<file path="config.mk">
export PLATFORM = sky130hd
export DESIGN_NAME = rtc_calendar_12h
export DESIGN_NICKNAME = d
export VERILOG_FILES = /design/src/hw/rtl/rtcc_pkg.sv /design/src/hw/rtl/rtcc_tick.sv /design/src/hw/rtl/rtcc_load.sv /design/src/hw/rtl/rtc_calendar_12h.sv
export SDC_FILE = /design/constraint.sdc
export NUM_CORES = 1
export LEC_CHECK = 0
export CAP_MARGIN = 20
export CORE_MARGIN = 3
export CORE_UTILIZATION = 55
export DETAILED_ROUTE_END_ITERATION = 10
export DONT_BUFFER_PORTS = 1
export PLACE_DENSITY = 0.7
export SLEW_MARGIN = 20
export SYNTH_ARGS = -nofsm -noshare
export SYNTH_HDL_FRONTEND = slang
export SYNTH_HIERARCHICAL = 1
export SYNTH_SLANG_ARGS = --single-unit
</file>
<file path="constraint.sdc">
create_clock -name clk -period 3.3 [get_ports clk]
set_input_delay 0.66 -clock clk [delete_from_list [all_inputs] [get_ports clk]]
set_output_delay 0.66 -clock clk [all_outputs]
set_load 0.01 [all_outputs]
</file>
<file path="src/hw/rtl/rtcc_pkg.sv">
// ----------------------------------------------------------------------------
// rtcc_pkg
// Types, limits and the month-length function shared by the 12-hour
// real-time clock and calendar.
// ----------------------------------------------------------------------------
package rtcc_pkg;

  // Complete time and date as held by the clock.
  typedef struct packed {
    logic [3:0]  hour;
    logic [5:0]  minute;
    logic [5:0]  second;
    logic        pm;
    logic [4:0]  day;
    logic [3:0]  month;
    logic [13:0] year;
  } rtcc_cal_t;

  localparam logic        CMD_TICK   = 1'b0;
  localparam logic        CMD_LOAD   = 1'b1;

  localparam logic [5:0]  SEC_MAX    = 6'd59;
  localparam logic [5:0]  MIN_MAX    = 6'd59;
  localparam logic [3:0]  HOUR_MAX   = 4'd11;
  localparam logic [4:0]  DAY_FIRST  = 5'd1;
  localparam logic [3:0]  MONTH_JAN  = 4'd1;
  localparam logic [3:0]  MONTH_FEB  = 4'd2;
  localparam logic [3:0]  MONTH_APR  = 4'd4;
  localparam logic [3:0]  MONTH_JUN  = 4'd6;
  localparam logic [3:0]  MONTH_SEP  = 4'd9;
  localparam logic [3:0]  MONTH_NOV  = 4'd11;
  localparam logic [3:0]  MONTH_DEC  = 4'd12;
  localparam logic [13:0] YEAR_MAX   = 14'd9999;
  localparam logic [13:0] YEAR_RESET = 14'd2010;

  localparam logic [4:0]  DAYS_LONG  = 5'd31;
  localparam logic [4:0]  DAYS_SHORT = 5'd30;
  localparam logic [4:0]  DAYS_FEB   = 5'd28;
  localparam logic [4:0]  DAYS_LEAP  = 5'd29;

  // Every fourth year is a leap year, year 0 included.
  function automatic logic is_leap(input logic [13:0] yr);
    is_leap = (yr[1:0] == 2'b00);
  endfunction

  function automatic logic [4:0] month_len(input logic [3:0] mon, input logic leap);
    case (mon)
      MONTH_FEB: month_len = leap ? DAYS_LEAP : DAYS_FEB;
      MONTH_APR, MONTH_JUN, MONTH_SEP, MONTH_NOV: month_len = DAYS_SHORT;
      default: month_len = DAYS_LONG;
    endcase
  endfunction

endpackage

</file>
<file path="src/hw/rtl/rtcc_tick.sv">
// ----------------------------------------------------------------------------
// rtcc_tick
// Advances the held time and date by one second, with the carry chain
// through the half-day flag, day, month and year.
// ----------------------------------------------------------------------------
module rtcc_tick (
  input  rtcc_pkg::rtcc_cal_t cur,
  output rtcc_pkg::rtcc_cal_t nxt
);

  logic       sec_wrap;
  logic       min_wrap;
  logic       hour_wrap;
  logic       day_wrap;
  logic       month_wrap;
  logic [4:0] days_in_month;

  assign sec_wrap      = (cur.second >= rtcc_pkg::SEC_MAX);
  assign min_wrap      = sec_wrap && (cur.minute >= rtcc_pkg::MIN_MAX);
  assign hour_wrap     = min_wrap && (cur.hour >= rtcc_pkg::HOUR_MAX);
  assign days_in_month = rtcc_pkg::month_len(cur.month, rtcc_pkg::is_leap(cur.year));
  // The date only moves when the half-day flag returns from PM to AM.
  assign day_wrap      = hour_wrap && cur.pm && (cur.day >= days_in_month);
  assign month_wrap    = day_wrap && (cur.month >= rtcc_pkg::MONTH_DEC);

  always_comb begin
    nxt = cur;
    nxt.second = sec_wrap ? 6'd0 : cur.second + 6'd1;
    if (sec_wrap) begin
      nxt.minute = min_wrap ? 6'd0 : cur.minute + 6'd1;
    end
    if (min_wrap) begin
      nxt.hour = hour_wrap ? 4'd0 : cur.hour + 4'd1;
    end
    if (hour_wrap) begin
      nxt.pm = ~cur.pm;
      if (cur.pm) begin
        nxt.day = day_wrap ? rtcc_pkg::DAY_FIRST : cur.day + 5'd1;
      end
    end
    if (day_wrap) begin
      nxt.month = month_wrap ? rtcc_pkg::MONTH_JAN : cur.month + 4'd1;
    end
    if (month_wrap) begin
      nxt.year = (cur.year >= rtcc_pkg::YEAR_MAX) ? 14'd0 : cur.year + 14'd1;
    end
  end

endmodule

</file>
<file path="src/hw/rtl/rtcc_load.sv">
// ----------------------------------------------------------------------------
// rtcc_load
// Range check of a requested time and date; the checked value is offered
// together with a flag saying whether it may be taken.
// ----------------------------------------------------------------------------
module rtcc_load (
  input  logic [3:0]          set_hour,
  input  logic [5:0]          set_minute,
  input  logic [5:0]          set_second,
  input  logic                set_pm,
  input  logic [4:0]          set_day,
  input  logic [3:0]          set_month,
  input  logic [13:0]         set_year,
  output rtcc_pkg::rtcc_cal_t cand,
  output logic                ok
);

  logic [4:0] days_in_month;

  assign days_in_month = rtcc_pkg::month_len(set_month, rtcc_pkg::is_leap(set_year));

  assign ok = (set_hour <= rtcc_pkg::HOUR_MAX) && (set_minute <= rtcc_pkg::MIN_MAX) &&
              (set_second <= rtcc_pkg::SEC_MAX) && (set_month >= rtcc_pkg::MONTH_JAN) &&
              (set_month <= rtcc_pkg::MONTH_DEC) && (set_year <= rtcc_pkg::YEAR_MAX) &&
              (set_day >= rtcc_pkg::DAY_FIRST) && (set_day <= days_in_month);

  always_comb begin
    cand.hour   = set_hour;
    cand.minute = set_minute;
    cand.second = set_second;
    cand.pm     = set_pm;
    cand.day    = set_day;
    cand.month  = set_month;
    cand.year   = set_year;
  end

endmodule

</file>
<file path="src/hw/rtl/rtc_calendar_12h.sv">
// ----------------------------------------------------------------------------
// rtc_calendar_12h
// Real-time clock and calendar in 12-hour form with tick and load words.
// ----------------------------------------------------------------------------
// Each input word is either a one-second tick or a load of time and date, and
// each produces exactly one result word showing the time and date after it.
// A word is captured in the input register, goes through the update logic
// and lands in the output register once the result side has room, and a new
// word is taken every cycle while the result side keeps up; the single held
// calendar state, updated in that one pass, sets this rate.
// Out-of-range loads leave the calendar untouched and raise load_rejected.
// After reset the clock reads 00:00:00 AM, 1 January 2010.
module rtc_calendar_12h (
  input  logic        clk,
  input  logic        rst_n,
  input  logic        in_valid,
  output logic        in_ready,
  input  logic        in_cmd,
  input  logic [3:0]  in_set_hour,
  input  logic [5:0]  in_set_minute,
  input  logic [5:0]  in_set_second,
  input  logic        in_set_pm,
  input  logic [4:0]  in_set_day,
  input  logic [3:0]  in_set_month,
  input  logic [13:0] in_set_year,
  output logic        out_valid,
  input  logic        out_ready,
  output logic [3:0]  out_hour,
  output logic [5:0]  out_minute,
  output logic [5:0]  out_second,
  output logic        out_is_pm,
  output logic [4:0]  out_day,
  output logic [3:0]  out_month,
  output logic [13:0] out_year,
  output logic        out_load_rejected
);

  // Input register.
  logic        in_v_r;
  logic        cmd_r;
  logic [3:0]  set_hour_r;
  logic [5:0]  set_minute_r;
  logic [5:0]  set_second_r;
  logic        set_pm_r;
  logic [4:0]  set_day_r;
  logic [3:0]  set_month_r;
  logic [13:0] set_year_r;

  rtcc_pkg::rtcc_cal_t cal_r;
  rtcc_pkg::rtcc_cal_t cal_nxt;
  rtcc_pkg::rtcc_cal_t tick_cal;
  rtcc_pkg::rtcc_cal_t load_cal;
  logic                load_ok;
  logic                rejected_nxt;

  // Output register.
  logic                out_v_r;
  rtcc_pkg::rtcc_cal_t res_r;
  logic                rej_r;

  logic advance;
  logic in_take;

  assign advance  = in_v_r && (!out_v_r || out_ready);
  assign in_ready = !in_v_r || advance;
  assign in_take  = in_valid && in_ready;

  rtcc_tick u_tick (
    .cur (cal_r),
    .nxt (tick_cal)
  );

  rtcc_load u_load (
    .set_hour   (set_hour_r),
    .set_minute (set_minute_r),
    .set_second (set_second_r),
    .set_pm     (set_pm_r),
    .set_day    (set_day_r),
    .set_month  (set_month_r),
    .set_year   (set_year_r),
    .cand       (load_cal),
    .ok         (load_ok)
  );

  always_comb begin
    if (cmd_r == rtcc_pkg::CMD_LOAD) begin
      cal_nxt      = load_ok ? load_cal : cal_r;
      rejected_nxt = !load_ok;
    end else begin
      cal_nxt      = tick_cal;
      rejected_nxt = 1'b0;
    end
  end

  always_ff @(posedge clk) begin
    if (!rst_n) begin
      in_v_r  <= 1'b0;
      out_v_r <= 1'b0;
      cal_r.hour   <= 4'd0;
      cal_r.minute <= 6'd0;
      cal_r.second <= 6'd0;
      cal_r.pm     <= 1'b0;
      cal_r.day    <= rtcc_pkg::DAY_FIRST;
      cal_r.month  <= rtcc_pkg::MONTH_JAN;
      cal_r.year   <= rtcc_pkg::YEAR_RESET;
    end else begin
      if (in_ready) begin
        in_v_r <= in_valid;
      end
      if (advance) begin
        out_v_r <= 1'b1;
        cal_r   <= cal_nxt;
      end else if (out_ready) begin
        out_v_r <= 1'b0;
      end
    end
  end

  always_ff @(posedge clk) begin
    if (in_take) begin
      cmd_r        <= in_cmd;
      set_hour_r   <= in_set_hour;
      set_minute_r <= in_set_minute;
      set_second_r <= in_set_second;
      set_pm_r     <= in_set_pm;
      set_day_r    <= in_set_day;
      set_month_r  <= in_set_month;
      set_year_r   <= in_set_year;
    end
    if (advance) begin
      res_r <= cal_nxt;
      rej_r <= rejected_nxt;
    end
  end

  assign out_valid         = out_v_r;
  assign out_hour          = res_r.hour;
  assign out_minute        = res_r.minute;
  assign out_second        = res_r.second;
  assign out_is_pm         = res_r.pm;
  assign out_day           = res_r.day;
  assign out_month         = res_r.month;
  assign out_year          = res_r.year;
  assign out_load_rejected = rej_r;

endmodule
</file>
Word level (Yosys, flattened, before mapping)
Cells that the tools add are included.
{"block": "word_totals", "regBits": 124, "inputBits": 45, "elab_cells": 100}
{"block": "classes", "n_mux": 20, "bitwise_logic": 1, "addsub": 6, "eq_ne": 10, "magnitude_cmp": 14, "n_reduce_logical": 24}
{"cell": "$mux W40", "count": 2}
{"cell": "$mux W14", "count": 2}
{"cell": "$mux W6", "count": 4}
{"cell": "$pmux W5 S2", "count": 2}
{"cell": "$eq A4 B3 Y1 const B", "count": 4}
{"cell": "$eq A4 B4 Y1 const B", "count": 4}
{"cell": "$mux W4", "count": 4}
{"cell": "$add A14 B1 Y14 const B", "count": 1}
{"cell": "$ge A14 B14 Y1 const B", "count": 1}
{"cell": "$le A14 B14 Y1 const B", "count": 1}
{"cell": "$logic_and A1 B1 Y1", "count": 14}
{"cell": "$add A6 B1 Y6 const B", "count": 2}
{"cell": "$ge A6 B6 Y1 const B", "count": 2}
{"cell": "$le A6 B6 Y1 const B", "count": 2}
{"cell": "$mux W5", "count": 2}
{"cell": "$add A4 B1 Y4 const B", "count": 2}
{"cell": "$eq A4 B2 Y1 const B", "count": 2}
{"cell": "$ge A4 B4 Y1 const B", "count": 2}
{"cell": "$le A4 B4 Y1 const B", "count": 2}
{"cell": "$reduce_or A4 Y1", "count": 2}
{"cell": "$add A5 B1 Y5 const B", "count": 1}
{"cell": "$ge A5 B1 Y1 const B", "count": 1}
{"cell": "$ge A5 B5 Y1", "count": 1}
{"cell": "$le A5 B5 Y1", "count": 1}
{"cell": "7 further kinds", "count": 14}

Logic depth before layout (Yosys ltp)
Gate-level depths: netlist of run 1.
{"block": "logic_depth", "word_depth": 10, "mapped_depth": 15, "ltp_nobuf": 14}

Modules after synthesis
The synthesis of run 1 kept the hierarchy.
{"module": "rtc_calendar_12h", "area_per_inst_um2": 5185.0, "instances": 1, "cells_each": 431}
{"module": "rtcc_tick", "area_per_inst_um2": 1226.2, "instances": 1, "cells_each": 195}
{"module": "rtcc_load", "area_per_inst_um2": 461.7, "instances": 1, "cells_each": 66}

Worst setup path after synthesis of run 1
Ideal clock, no wire load.
{"block": "synth_path", "kind": "register -> register", "start": "register cal_r[24] in the netlist's numbering", "end": "register cal_r[4] in the netlist's numbering", "stages_incl_launch_ff": 15, "setup_ps": 120, "period_less_slack_ps": 2655, "path_slack_ps": 645, "required_time_ps": 3180, "arrival_time_ps": 2535, "cell_sequence": "dfxtp_1 -> ha_1 -> o2111a_2 -> nand2_1 -> nor2_1 -> ha_1 -> nand2_1 -> nor3_2 -> nand2_2 -> buf_2 -> a21o_1 -> a22o_1 -> nor2_1 -> a21oi_1 -> a211o_1"}
{"element": "from (decl)", "line_no": "rtc_calendar_12h.sv:49", "text": "rtcc_pkg::rtcc_cal_t cal_r;"}
{"element": "from (signal assigned)", "line_no": "rtc_calendar_12h.sv:112", "text": "cal_r <= cal_nxt;"}

==> metrics, run 1 <==
hold path depth=0; Nets=698; Leak=0.00257 uW; Worst Setup Start Kind=register; worst relative slew slack=0.621; vias per cell=6.08; minimum clock period=3.04 ns; Worst R2R Start=cal_r[24]; Critical Path, Cell by Cell=ha_1 -> o2111a_2 -> nand2_1 -> nor2_1 -> ha_1 -> nand2_1 -> nor3_2 -> and2_2 -> nand2_1 -> o31ai_1 -> nor2_1 -> nand4b_1 -> o22ai_1; Hold Violations, Final=0; CTS buffer count=17; crit path from=cal_r[24]; Clk Latency, worst-skew pair=0.42 ns; most common cell after layout, fill and taps aside=nor2_1; Area Growth Syn to Fin=5.81%; DP HPWL=9.69 mm; final worst path period share=0.920; Req. time, crit path=3.65 ns; post-synth cell types=57; peak supply drop=0.000455 V; Hold Crit Class=input port to register; wire per inst=18.7 um; GRT Util Overall=0.224; DRT iter0 DRCs=392; FF+latch count, synth=124; GRT Residual Overflow=0; most frequent cells in the layout=nor2_1 (94), edfxtp_1 (82), nand2_1 (62), dfxtp_1 (42), mux2i_1 (40); clk_skew=0.0104 ns; RSZ-0062 raised after global routing=no; Setup-failing EPs final=0; largest net degree at the start of global routing=62; power per cell area=563 nW/um2; Ant. Diodes=0; first-pass GRT wire length=24.6 mm; dominant synthesized flop cell=edfxtp_1; Core Rows=40; Crit Path Class=register to register; pins over their slew limit=0; gpl congestion=0.863; final core occ=0.600; Die X=118 um; async set or reset register ratio after synthesis=0; H-tree levels=4; Synth Instances=692; post-route setup TNS=0 ns; core area=12100 um2; YS warnings=6; DIE HEIGHT=118 um; clock buffer depth=2; count of buffers from port buffering=0; Synth Net Count=752; Post-Route WL=15.3 mm; worst min-delay path startpoint=in_set_second[1]; num ports=88; FF-to-FF path depth=13; CTS tree=built; CTS clk-pin slew, worst paths=0.06 ns; critical path arrival=3.38 ns; initial core utilization=0.567; # DRC=0; outcome=complete, no violations; worst slew pin tran=0.568 ns; vias in the first global route=4735; Crit Path Max Fanout=9; Routed Antenna Nets=0; DRT Pass-1 Iters=5; number of flops mapped to enable cells by yosys=82; Max Cap Viol=0; FF-to-FF setup slack=0.26 ns; CP max stage cell=dfxtp_1; most used cell, CP=nand2_1; sequential area share after synthesis=0.481; Die ar.=13900 um2; CTS root buf=clkbuf_16; Hold EP=set_second_r[1]; CTS sink cnt=124; Avg Inst Size Synth=9.93 um2; Post-Syn Area=6870 um2; fmax=0.329 GHz; initial antenna violation count=0; max incr delay on CP=0.40 ns; Vias=4981; cts hold-fix bufs=0; RR Endpoint=cal_r[5]; Power Total=4090 uW; crit end category=register; share of cells above drive strength 1=0.0860
cell type report:
cell class / instances / area [um2]
Sequential cell: 124 / 3300
Inverter: 12 / 45.0
Timing Repair Buffer: 11 / 128
Clock inverter: 9 / 120
Clock buffer: 23 / 468
Fill cell: 1033 / 4840
Multi-Input combinational cell: 472 / 3000
Tap cell: 168 / 210
cell usage after synthesis, types with 3 or more instances:
library cell	number	area, um2
a211o_1	10	87.6
a21boi_0	10	75.1
a21o_1	7	52.6
a21oi_1	22	110
a22o_1	8	70.1
a2bb2oi_1	4	35.0
a31oi_1	3	18.8
and2_1	36	225
buf_2	15	75.1
buf_4	40	300
buf_6	7	78.8
clkbuf_1	22	82.6
dfxtp_1	42	841
edfxtp_1	82	2460
ha_1	15	188
inv_1	12	45.0
mux2i_1	40	400
nand2_1	62	233
nand3_1	9	45.0
nand4_1	11	68.8
nand4b_1	30	263
nor2_1	94	353
nor2b_1	4	25.0
nor3_1	6	30.0
o21a_1	3	22.5
o21ai_0	21	105
o21ai_1	6	30.0
o22ai_1	31	194
o31ai_1	5	37.5
xnor2_1	3	26.3
state kept, by name, summed over array words and instances (netlist names), 6 cells and up:
signal / count
cal_r: 40
out_year: 14
set_year_r: 14
out_minute: 6
out_second: 6
set_minute_r: 6
set_second_r: 6
where the power goes:
group	total, uW	leakage [uW]	switching, uW	internal [uW]
Combinational	368	0.00115	210	159
Clock	1870	0.000294	651	1220
Sequential	1860	0.00112	94.3	1760
Total	4090	0.00257	955	3140
worst max-delay path by stage:
stage                     to  slack, ns  cells past startpoint
floorplan           cal_r[4]       0.65                     14
global placement    cal_r[5]       0.32                     13
detailed placement  cal_r[5]       0.13                     13
CTS                 cal_r[5]       0.12                     13
global route        cal_r[6]       0.03                     14
finish              cal_r[5]       0.26                     13
layer usage:
layer	vias to the layer above	track usage	wire length (um)
met3	12	0.0716	1060
li1	2366	-	-
met4	0	0.0747	189
met5	-	0	0
met2	185	0.347	7160
met1	2418	0.299	6930
repair_timing:
| item | 4_1_cts | 5_1_grt |
|---|---|---|
| gates resized for setup | 0 | 1 |
| buffers inserted | 0 | 0 |
| endpoints found under the setup margin | 0 | 7 |
stage by stage:
| step | instances | hold slack [ns] | setup slack [ns] | cell area [um2] |
|---|---|---|---|---|
| after global placement | 786 | 0.492 | 0.316 | 6670 |
| after CTS | 818 | 0.314 | 0.123 | 7260 |
| final | 819 | 0.329 | 0.264 | 7270 |
| after global routing | 819 | 0.304 | 0.0250 | 7270 |
| after floorplan | 692 | 0.455 | 0.645 | 6870 |
| after detailed placement | 786 | 0.523 | 0.130 | 6670 |
worst max-delay path, delay by kind of cell (launching register included):
| family | cells | cell delay, ns |
|---|---|---|
| adder cells (fa/ha/maj) | 2 | 0.47 |
| AO/OA/AOI/OAI | 3 | 0.76 |
| AND/OR/NAND/NOR | 8 | 1.31 |
| flip-flops | 1 | 0.40 |
kinds of logic after synthesis:
| kind of cell | count (synthesis) | synth area share |
|---|---|---|
| AOI/OAI and AO/OA | 135 | 0.129 |
| xor gates and xnor gates | 4 | 0.00510 |
| adders and majority gates | 15 | 0.0273 |
| buffers and inverters | 96 | 0.0847 |
| DFF | 124 | 0.481 |
| muxes | 42 | 0.0615 |
| and+or+nand+nor | 276 | 0.211 |
Power figures use the tool's default switching activity.
==> inputs of run 2 (changes only) <==
--- a/config.mk
+++ b/config.mk
@@ -6,7 +6,6 @@
 export NUM_CORES = 1
 export LEC_CHECK = 0
 export CAP_MARGIN = 20
-export CORE_MARGIN = 3
 export CORE_UTILIZATION = 55
 export DETAILED_ROUTE_END_ITERATION = 10
 export DONT_BUFFER_PORTS = 1
==> run 2 against run 1 <==
Net effect:
- global-route usage rose by 2.4 points
- die area fell by 6.7%
- design area rose by 0.17%
- sequential cell count did not move
- clock skew fell by 0.0022 ns
- worst hold slack barely moved
- fmax rose by 1.1%
- combinational power barely moved
- highest routed layer unchanged
- sequential power barely moved
- clock power rose by 4%
- sequential share of layout area fell by 0.078 points
==> metrics, run 2 (synthesized netlist as in run 1, its figures left out) <==
Clk Latency, worst-skew pair=0.42 ns; share of cells above drive strength 1=0.0877; Hold Crit Class=input port to register; Min Hold Slack=0.330 ns; Crit Path Max Fanout=7; worst slew pin tran=0.980 ns; largest net degree at the start of global routing=62; Vias=4982; setup bufs post-CTS=0; hold path depth=0; pins over their slew limit=0; post-cts repair resize count=0; CTS buffer count=17; initial antenna violation count=0; outcome=complete, no violations; post-route setup TNS=0 ns; max reg flops=40; Crit Path Class=register to register; DP HPWL=9.66 mm; peak supply drop=0.000695 V; Ant. Diodes=0; CTS root buf=clkbuf_16; clk_skew=0.00821 ns; Post-Route WL=15.1 mm; Leak=0.00257 uW; Top reg by flops=cal_r; DRT iter0 DRCs=490; FF-to-FF path depth=13; Setup-failing EPs final=0; Core Rows=40; CTS tree=built; Req. time, crit path=3.65 ns; Routed Antenna Nets=0; final worst path period share=0.910; Die ar.=12900 um2; vias per cell=6.09; worst relative slew slack=0.347; CTS sink cnt=124; fmax=0.333 GHz; DRT Pass-1 Iters=5; crit end category=register; RSZ-0062 raised after global routing=no; vias in the first global route=4798; minimum clock period=3.00 ns; first-pass GRT wire length=24.4 mm; Worst Setup Start Kind=register; gpl congestion=0.877; DIE HEIGHT=114 um; CTS clk-pin slew, worst paths=0.06 ns; Nets=697; core area=12100 um2; Die X=114 um; wire per inst=18.5 um; Max Cap Viol=0; clock buffer depth=2; # DRC=0; GRT Util Overall=0.248; power per cell area=571 nW/um2; most common cell after layout, fill and taps aside=nor2_1; GRT Residual Overflow=0; num ports=88; H-tree levels=4; critical path arrival=3.35 ns; most frequent cells in the layout=nor2_1 (94), edfxtp_1 (82), nand2_1 (62), dfxtp_1 (42), mux2i_1 (40); count of buffers from port buffering=0; Area Growth Syn to Fin=5.99%; initial core utilization=0.567; # fillers=1051; Power Total=4160 uW; Hold Violations, Final=0; cts hold-fix bufs=0
run 2: path summary, 6_finish.rpt:
check                                 startpoint  slack, ns              end
worst min register to register         cal_r[24]       0.53        cal_r[24]
worst max-delay path                   cal_r[30]       0.30         cal_r[5]
worst max register to register         cal_r[30]       0.30         cal_r[5]
worst min-delay path            in_set_second[1]       0.33  set_second_r[1]
run 2: worst max-delay path: stages (launching register included):
cell	delay, ns
dfxtp_1	0.42
ha_1	0.31
o2111a_2	0.27
nand2_1	0.15
nor2_1	0.14
ha_1	0.16
nand2_1	0.08
nor3_2	0.20
and2_2	0.24
nand2_1	0.17
o31ai_1	0.30
nor2_1	0.10
nand4b_1	0.22
o22ai_1	0.16
run 2: per-layer routing:
metal  vias to the layer above  track usage  share of wire  wire length, um
met5                         -            0              0                0
met4                         0       0.0978          0.022              328
met1                      2384        0.326           0.46             6880
met3                        31       0.0776          0.063              946
li1                       2360            -              -                -
met2                       207        0.384           0.46             6960
run 2: power breakdown:
group | leakage (uW) | total, uW | internal (uW) | switching [uW]
Clock | 0.000300 | 1940 | 1270 | 666
Sequential | 0.00112 | 1860 | 1760 | 96.0
Combinational | 0.00115 | 366 | 158 | 208
run 2: area by class of cell:
| type | instances | area [um2] | share of cell area |
|---|---|---|---|
| Clock buffer | 19 | 443 | 0.0608 |
| Clock inverter | 13 | 173 | 0.0237 |
| Inverter | 12 | 45.0 | 0.00618 |
| Multi-Input combinational cell | 472 | 3000 | 0.412 |
| Sequential cell | 124 | 3300 | 0.453 |
| Timing Repair Buffer | 10 | 113 | 0.0155 |
| Tap cell | 168 | 210 | 0.0289 |
run 2: stage by stage:
step                       util  std cells  instance area [um2]  setup WS [ns]
after floorplan               -        692                 6870          0.645
after global placement    0.551        786                 6670          0.450
after detailed placement  0.551        786                 6670          0.328
after CTS                 0.601        818                 7280          0.292
after global routing      0.601        818                 7280         0.0221
final                     0.601        818                 7280          0.298
==> inputs of run 3 (changes only) <==
--- a/config.mk
+++ b/config.mk
@@ -9,7 +9,7 @@
 export CORE_UTILIZATION = 55
 export DETAILED_ROUTE_END_ITERATION = 10
 export DONT_BUFFER_PORTS = 1
-export PLACE_DENSITY = 0.7
+export PLACE_DENSITY = 0.81
 export SLEW_MARGIN = 20
 export SYNTH_ARGS = -nofsm -noshare
 export SYNTH_HDL_FRONTEND = slang
==> run 3 against run 2 <==
Net effect:
- register-to-register slack better by 0.03 ns
- critical path depth is 1 higher
- clock skew increased by 0.0034 ns
- via count up 0.76%
- combinational power about the same
- routed wire length grew 1.1%
- clock power fell by 9.8%
- design area decreased by 1.5%
- sequential share of layout area is 0.71 points higher
- highest routed layer unchanged
==> metrics, run 3 (synthesized netlist as in run 1, its figures left out) <==
outcome=complete, no violations; first-pass GRT wire length=24.0 mm; Die X=114 um; initial core utilization=0.567; design area=7170 um2; core area=12100 um2; Clk Latency, worst-skew pair=0.43 ns; worst relative slew slack=0.315; Max Cap Viol=0; clock buffer depth=2; Post-Route WL=15.3 mm; vias in the first global route=4731; max reg flops=40; Core Rows=40; Area Growth Syn to Fin=4.35%; cts hold-fix bufs=0; GRT Residual Overflow=0; Worst Setup Start Kind=register; DP HPWL=9.60 mm; Top reg by flops=cal_r; Leak=0.00251 uW; wire per inst=18.8 um; share of cells above drive strength 1=0.0743; largest net degree at the start of global routing=82; Ant. Diodes=0; Crit Path Max Fanout=11; initial antenna violation count=0; setup bufs post-CTS=0; DIE HEIGHT=114 um; critical path arrival=3.29 ns; Min Hold Slack=0.319 ns; Crit Path Class=register to register; most frequent cells in the layout=nor2_1 (94), edfxtp_1 (82), nand2_1 (62), dfxtp_1 (42), mux2i_1 (40); pins over their slew limit=0; # DRC=0; most common cell after layout, fill and taps aside=nor2_1; clk_skew=0.0116 ns; Routed Antenna Nets=0; peak supply drop=0.000360 V; power per cell area=553 nW/um2; CTS buffer count=17; Die ar.=12900 um2; DRT Pass-1 Iters=7; Req. time, crit path=3.63 ns; RSZ-0062 raised after global routing=no; final core occ=0.592; num ports=88; fmax=0.337 GHz; Setup-failing EPs final=0; instance area at placement=6630 um2; # fillers=1048; post-cts repair resize count=0; CTS sink cnt=124; Vias=5020; H-tree levels=4; Nets=693; count of buffers from port buffering=0; minimum clock period=2.97 ns; Hold Crit Class=input port to register; gpl congestion=0.919; Hold Violations, Final=0; CTS tree=built; GRT Util Overall=0.246; worst slew pin tran=1.03 ns; crit end category=register; vias per cell=6.17; CTS root buf=clkbuf_16; CTS clk-pin slew, worst paths=0.06 ns; final worst path period share=0.900; DRT iter0 DRCs=608; post-route setup TNS=0 ns
==> run 3: changes by cell type in the layout (fill, tap and decap cells not counted) <==
cell	change
ha_1	-1
bufinv_16	-2
clkinv_2	-1
buf_12	-1
inv_6	-1
clkbuf_8	-1
clkinv_1	+2
ha_2	+1
clkinvlp_4	-1
buf_4	-3
clkbuf_1	+4
==> run 3: path summary, 6_finish.rpt <==
kind | slack (ns) | depth (start not counted) | from | end
max | 0.33 | 14 | cal_r[14] | cal_r[4]
min reg2reg | 0.53 | 2 | cal_r[22] | cal_r[22]
max reg2reg | 0.33 | 14 | cal_r[14] | cal_r[4]
min | 0.32 | 0 | in_set_year[3] | set_year_r[3]
==> run 3: through the flow <==
stage	setup WS (ns)	std cells	total power [uW]
after global routing	0.0277	814	4100
after CTS	0.202	814	3990
after detailed placement	0.242	782	2240
final	0.331	814	3970
after floorplan	0.645	692	2200
after global placement	0.356	782	2230
==> run 3: critical path, stage by stage (launching register included) <==
cell,delay [ns]
dfxtp_1,0.45
inv_1,0.12
ha_1,0.22
o21ai_0,0.13
o21ai_0,0.10
o21ai_0,0.17
ha_1,0.25
nand2b_1,0.14
a21o_1,0.21
nand2_2,0.25
nor2_8,0.10
a22o_1,0.22
nor2_1,0.11
a21oi_1,0.08
a211o_1,0.33
==> run 3: cell type report <==
class	count	area, um2	share of cell area
tap	168	210	0.0293
timing repair buffer	6	70.1	0.00977
multi-input combinational	472	3000	0.418
clock buffer	22	444	0.0619
clock inverter	10	98.8	0.0138
inverter	12	45.0	0.00628
sequential	124	3300	0.461
==> run 3: power breakdown <==
group,total (uW),internal (uW),switching (uW)
clock,1750,1090,654
combinational,365,153,212
sequential,1860,1760,93.8
total,3970,3010,960
==> run 3: routing by layer <==
metal,part of all wire,up-vias,GRT usage
met3,0.078,28,0.0834
li1,-,2358,-
met4,0.021,0,0.106
met5,0,-,0
met1,0.43,2412,0.317
met2,0.47,222,0.380
